==> config.mk <==
export PLATFORM = sky130hd
export DESIGN_NAME = half_single_float_converter_core
export DESIGN_NICKNAME = d
export VERILOG_FILES = /design/src/hw/rtl/hsfc_pkg.sv /design/src/hw/rtl/hsfc_datapath.sv /design/src/hw/rtl/half_single_float_converter_core.sv
export SDC_FILE = /design/constraint.sdc
export NUM_CORES = 1
export LEC_CHECK = 0
export BUFFER_PORTS_ARGS = -buffer_cell sky130_fd_sc_hd__buf_2
export CAP_MARGIN = 20
export CORE_ASPECT_RATIO = 1.5
export CORE_MARGIN = 8
export CORE_UTILIZATION = 44
export CTS_CLUSTER_SIZE = 40
export DETAILED_ROUTE_END_ITERATION = 10
export GPL_ROUTABILITY_DRIVEN = 0
export PLACE_DENSITY = 0.75
export REMOVE_ABC_BUFFERS = 1
export SYNTH_ARGS = -nofsm -noshare
export SYNTH_HDL_FRONTEND = slang
export SYNTH_HIERARCHICAL = 1
export SYNTH_SLANG_ARGS = --single-unit
==> constraint.sdc <==
create_clock -name clk_i -period 7.25 [get_ports clk_i]
set_clock_uncertainty 0.2 [all_clocks]
set_input_delay 1.45 -clock clk_i [delete_from_list [all_inputs] [get_ports clk_i]]
set_output_delay 1.45 -clock clk_i [all_outputs]
set_load 0.05 [all_outputs]
==> src/hw/rtl/hsfc_pkg.sv <==
// Package for the half/single float converter: function codes and the two
// combinational conversion functions. No dependencies.
package hsfc_pkg;

  typedef enum logic {
    FUNC_S2H = 1'b0,
    FUNC_H2S = 1'b1
  } func_e;

  localparam logic [30:0] S2H_OVF_LIM  = 31'h477ff000;
  localparam logic [30:0] S2H_ZERO_LIM = 31'h33000000;
  localparam logic [30:0] S2H_NORM_MIN = 31'h38800000;
  localparam logic [30:0] S2H_INF      = 31'h7f800000;
  localparam logic [30:0] S2H_EBIAS    = 31'h38000000;

  // Narrow a single pattern to half with round to nearest even.
  function automatic logic [15:0] single_to_half(input logic [31:0] x);
    logic [30:0] a;
    logic [7:0]  e;
    logic [4:0]  sh;
    logic [23:0] m;
    logic [23:0] q;
    logic [23:0] rem;
    logic [23:0] hlf;
    logic [30:0] r;
    logic [17:0] qn;
    logic [14:0] h;
    a   = x[30:0];
    e   = a[30:23];
    sh  = 5'(8'd126 - e);
    m   = {1'b1, a[22:0]};
    q   = m >> sh;
    rem = m & ((24'd1 << sh) - 24'd1);
    hlf = 24'd1 << (sh - 5'd1);
    r   = a - S2H_EBIAS;
    qn  = r[30:13];
    if (a >= S2H_OVF_LIM) begin
      if (a > S2H_INF) h = {5'h1f, 1'b1, a[21:13]};
      else h = 15'h7c00;
    end else if (a <= S2H_ZERO_LIM) begin
      h = '0;
    end else if (a < S2H_NORM_MIN) begin
      if (rem > hlf || (rem == hlf && q[0])) q = q + 24'd1;
      h = q[14:0];
    end else begin
      if (r[12:0] > 13'h1000 || (r[12:0] == 13'h1000 && qn[0])) qn = qn + 18'd1;
      h = qn[14:0];
    end
    return {x[31], h};
  endfunction

  // Widen a half pattern to single; exact.
  function automatic logic [31:0] half_to_single(input logic [15:0] hv);
    logic [14:0] x;
    logic [3:0]  p;
    logic [30:0] r;
    x = hv[14:0];
    p = '0;
    for (int i = 0; i < 10; i++) begin
      if (x[i]) p = 4'(i);
    end
    if (x[14:10] == 5'd0) begin
      if (x == '0) r = '0;
      else r = {8'(p) + 8'd103, 23'(({8'd0, x} << (5'd23 - 5'(p))))};
    end else if (x[14:10] == 5'h1f) begin
      r = {8'hff, x[9] | (x[8:0] != '0), x[8:0], 13'd0};
    end else begin
      r = {3'(x[14:10]) == 3'd0 ? 8'(x[14:10]) + 8'd112 : 8'(x[14:10]) + 8'd112,
           x[9:0], 13'd0};
    end
    return {hv[15], r};
  endfunction

endpackage

==> src/hw/rtl/hsfc_datapath.sv <==
// Combinational conversion between input register and result register.
// Depends on hsfc_pkg.
module hsfc_datapath (
  input  logic [0:0]  func_i,
  input  logic [31:0] operand_i,
  output logic [31:0] result_o
);

  // Select the direction of conversion.
  always_comb begin
    unique case (hsfc_pkg::func_e'(func_i))
      hsfc_pkg::FUNC_S2H: result_o = {16'd0, hsfc_pkg::single_to_half(operand_i)};
      hsfc_pkg::FUNC_H2S: result_o = hsfc_pkg::half_to_single(operand_i[15:0]);
      default:            result_o = '0;
    endcase
  end

endmodule

==> src/hw/rtl/half_single_float_converter_core.sv <==
// Half/single float converter. Accepts one word per clock cycle unless
// in_stall_o is high; each word passes an input register and the conversion
// logic and is shown in the result register, which drives out_valid_o.
// The input stage advances whenever it is empty or the result register is empty or taken.
// Depends on hsfc_pkg and hsfc_datapath.
module half_single_float_converter_core (
  input  logic        clk_i,
  input  logic        rst_ni,
  input  logic        in_valid_i,
  output logic        in_stall_o,
  input  logic [0:0]  func_i,
  input  logic [31:0] operand_i,
  output logic        out_valid_o,
  input  logic        out_stall_i,
  output logic [31:0] result_o
);

  logic        s1_valid_q;
  logic [0:0]  func_q;
  logic [31:0] operand_q;
  logic        out_valid_q;
  logic [31:0] result_q;
  logic [31:0] result_d;
  logic        out_adv;
  logic        s1_adv;

  // Pipeline moves when downstream stage can take the word.
  assign out_adv    = !out_valid_q || !out_stall_i;
  assign s1_adv     = !s1_valid_q || out_adv;
  assign in_stall_o = !s1_adv;

  hsfc_datapath u_dp (
    .func_i   (func_q),
    .operand_i(operand_q),
    .result_o (result_d)
  );

  // Control valid bits.
  always_ff @(posedge clk_i or negedge rst_ni) begin
    if (!rst_ni) begin
      s1_valid_q  <= 1'b0;
      out_valid_q <= 1'b0;
    end else begin
      if (s1_adv) s1_valid_q <= in_valid_i;
      if (out_adv) out_valid_q <= s1_valid_q;
    end
  end

  // Payload registers.
  always_ff @(posedge clk_i) begin
    if (s1_adv && in_valid_i) begin
      func_q    <= func_i;
      operand_q <= operand_i;
    end
    if (out_adv && s1_valid_q) result_q <= result_d;
  end

  assign out_valid_o = out_valid_q;
  assign result_o    = result_q;

endmodule

==> summary.md <==
| Metric | Value |
|---|---|
| Placeable Area | ~15000 um2 |
| Placed standard-cell area | about 7000 um2 |
| Die X | approximately 120 um |
| DRT Pass-1 Iters | 5 |
| N_diodes | 0 |
| Outcome | complete, no violations |
| Fin crit share | 0.884 |
| Worst-Skew Late Latency | roughly 0.34 ns |
| Final setup viols | 0 |
| CTS Sinks | 67 |
| Layout cells sized above 1 | 0.169 |
| Largest net degree at the start of global routing | 37 |
| Port bufs | 70 |
| First-pass GRT wire length | ~32000 um |
| Leakage power | roughly 2.8 nW |
| Design area | around 7300 um2 |
| Min cycle time layout | 6.41 ns |
| Die ar. | roughly 19000 um2 |
| Pins Over Slew Limit | 0 |
| HP Class | flop to flop |
| Most common cell after layout, fill and taps aside | buf_2 |
| Setup repair bufs after CTS | 0 |
| Primary FF master, synth | edfxtp_1 |
| Global-route usage over all layers | 0.213 |
| Setup CP Type | flop to flop |
| Setup TNS | 0 ns |
| Relative max-transition margin | 0.252 |
| Ys async rst share | 0.0299 |
| Clk buf depth | 2 |
| Initial antenna violation count | 0 |
| Number of synthesized flops with an enable pin | between 60 and 70 |
| CTS tree | built |
| DR iter-0 viols | roughly 740 |
| Most frequent cells in the layout | buf_2, edfxtp_1, nand2_1 |
| CTS root buf | clkbuf_16 |
| DP Wirelength | roughly 15000 um |
| H-tree levels | 3 |
| FILL cells | 1386 |
| Required @ worst endpoint | between 7 and 8 ns |
| Final #Nets | around 850 |
| Total power | 0.00154 W |
| FMAX | 156 MHz |
| Netlist Area Pre-Place | 6570 um2 |
| Vias in the first global route | ~6100 |
| Max cap viols | 0 |
| Initial Utilization | 0.450 |
| Syn_area_per_cell | between 8 and 9 um2 |
| # rows | 54 |
| Post-Place Cells | 963 |
| Worst-margin pin slew | 1.11 ns |
| Via Count | roughly 6400 |
| P per Cell Area | 209 nW/um2 |
| Peak supply drop | around 0.14 mV |
| Mapped Cells | around 740 |
| Library cells used by synthesis | between 70 and 80 |
| Final Hold Viols | 0 |
| Register area share after synthesis | 0.305 |
| CTS buffer count | 9 |
| Area Overhead vs Synth | 11.9% |
| Wirelength per Cell | approximately 21 um |
| Yosys reg bits | 67 |
| Critical Path Sink Type | flop |
| DR vias/cell | 6.54 |
| RSZ-0062 raised after global routing | false |
| Critical path arrival | about 6.3 ns |
| GR Overflow Total | 0 |
| # IOs | around 70 |
| CP max FO | 16 |
| Post_cts resized | 0 |
| Die H | 166 um |
| Post-Layout Cell Count | between 900 and 1000 |
| Final hold slack | 0.325 ns |
| Antenna-violating nets left | 0 |
| Clk slew on worst S/H paths | about 0.060 ns |
| Post-route DRC | 0 |
| Setup crit start kind | flop |
| Detailed Route WL | between 20000 and 25000 um |
| Cts hold-fix bufs | 0 |
| Synth warnings | 6 |
[sequential cells by signal (all words and copies together), names as in the netlist]
signal and flops:
operand_q 32, result_o 32, func_q 1, out_valid_o 1, s1_valid_q 1
[layer usage]
| layer | up-vias | wire (um) | track usage |
|---|---|---|---|
| li1 | 2870 | - | - |
| met1 | 2971 | 7320 | 0.244 |
| met2 | 445 | 10100 | 0.348 |
| met3 | 116 | 1780 | 0.0349 |
| met4 | 0 | 1410 | 0.152 |
| met5 | - | 0 | 0 |
[final timing paths]
| check | slack (ns) | endpoint | startpoint | cells past startpoint |
|---|---|---|---|---|
| hold reg to reg | 0.32 | out_valid_o | s1_valid_q | 1 |
| setup reg to reg | 0.84 | result_o[9] | operand_q[24] | 21 |
| setup / recovery | 0.84 | result_o[9] | operand_q[24] | 21 |
| max in group asynchronous | 6.07 | s1_valid_q | rst_ni | 1 |
| min in group asynchronous | 0.68 | out_valid_o | rst_ni | 1 |
| hold / removal | 0.32 | out_valid_o | s1_valid_q | 1 |
[kinds of logic after synthesis]
family	Yosys count	synth area share
xor gates and xnor gates	32	0.0455
and+or+nand+nor	278	0.215
muxes	57	0.124
DFF	67	0.305
buffers and inverters	79	0.0522
adders and majority gates	37	0.0705
AOI/OAI and AO/OA	194	0.189
[area by class of cell]
class / count / area (um2) / area share
multi-input cells: 598 / 4240 / 0.576
clock buffers: 10 / 229 / 0.0312
repair buffers: 84 / 453 / 0.0616
well taps: 196 / 245 / 0.0334
inverters: 18 / 70.1 / 0.00953
clock inverters: 6 / 115 / 0.0157
flip-flops and latches: 67 / 2000 / 0.272
[worst max-delay path: stages, from the launching register on]
cell and delay (ns):
edfxtp_1 0.58, ha_1 0.54, nand2b_1 0.17, a21oi_1 0.09, or2_1 0.44, nand3_1 0.20, ha_1 0.34, o211ai_1 0.27
or2_2 0.36, mux2_2 0.27, a22oi_1 0.18, nor2b_1 0.08, ha_1 0.30, nand4_1 0.12, nor4_1 0.38, and2_1 0.24
a2111oi_0 0.07, and3_1 0.19, or3_1 0.45, nor3_1 0.38, a21o_1 0.17, o221ai_1 0.10
[report_power, final]
part	internal (W)	switching (W)	total, W
Sequential	0.000462	0.0000403	0.000503
Combinational	0.000188	0.000332	0.000520
Clock	0.000337	0.000176	0.000514
Total	0.000988	0.000549	0.00154
[through the flow]
stage          worst slack, ns   util
6_report                 0.841  0.504
2_1_floorplan             1.17      -
3_3_place_gp              1.23  0.480
3_5_place_dp             0.960  0.480
4_1_cts                  0.900  0.504
5_1_grt                  0.353  0.504
[synthesized netlist by cell type (all sizes together) (17+ instances only)]
library cell | count | area share
o21ai | 46 | 0.035
nor2 | 62 | 0.035
clkbuf | 46 | 0.026
edfxtp | 65 | 0.30
mux4 | 18 | 0.063
ha | 37 | 0.070
nand3 | 34 | 0.027
inv | 18 | 0.011
nand2 | 65 | 0.037
mux2i | 35 | 0.053
xnor2 | 17 | 0.026
a21oi | 52 | 0.040
and2 | 19 | 0.018
Note: power is estimated with default switching activity, not from simulation.
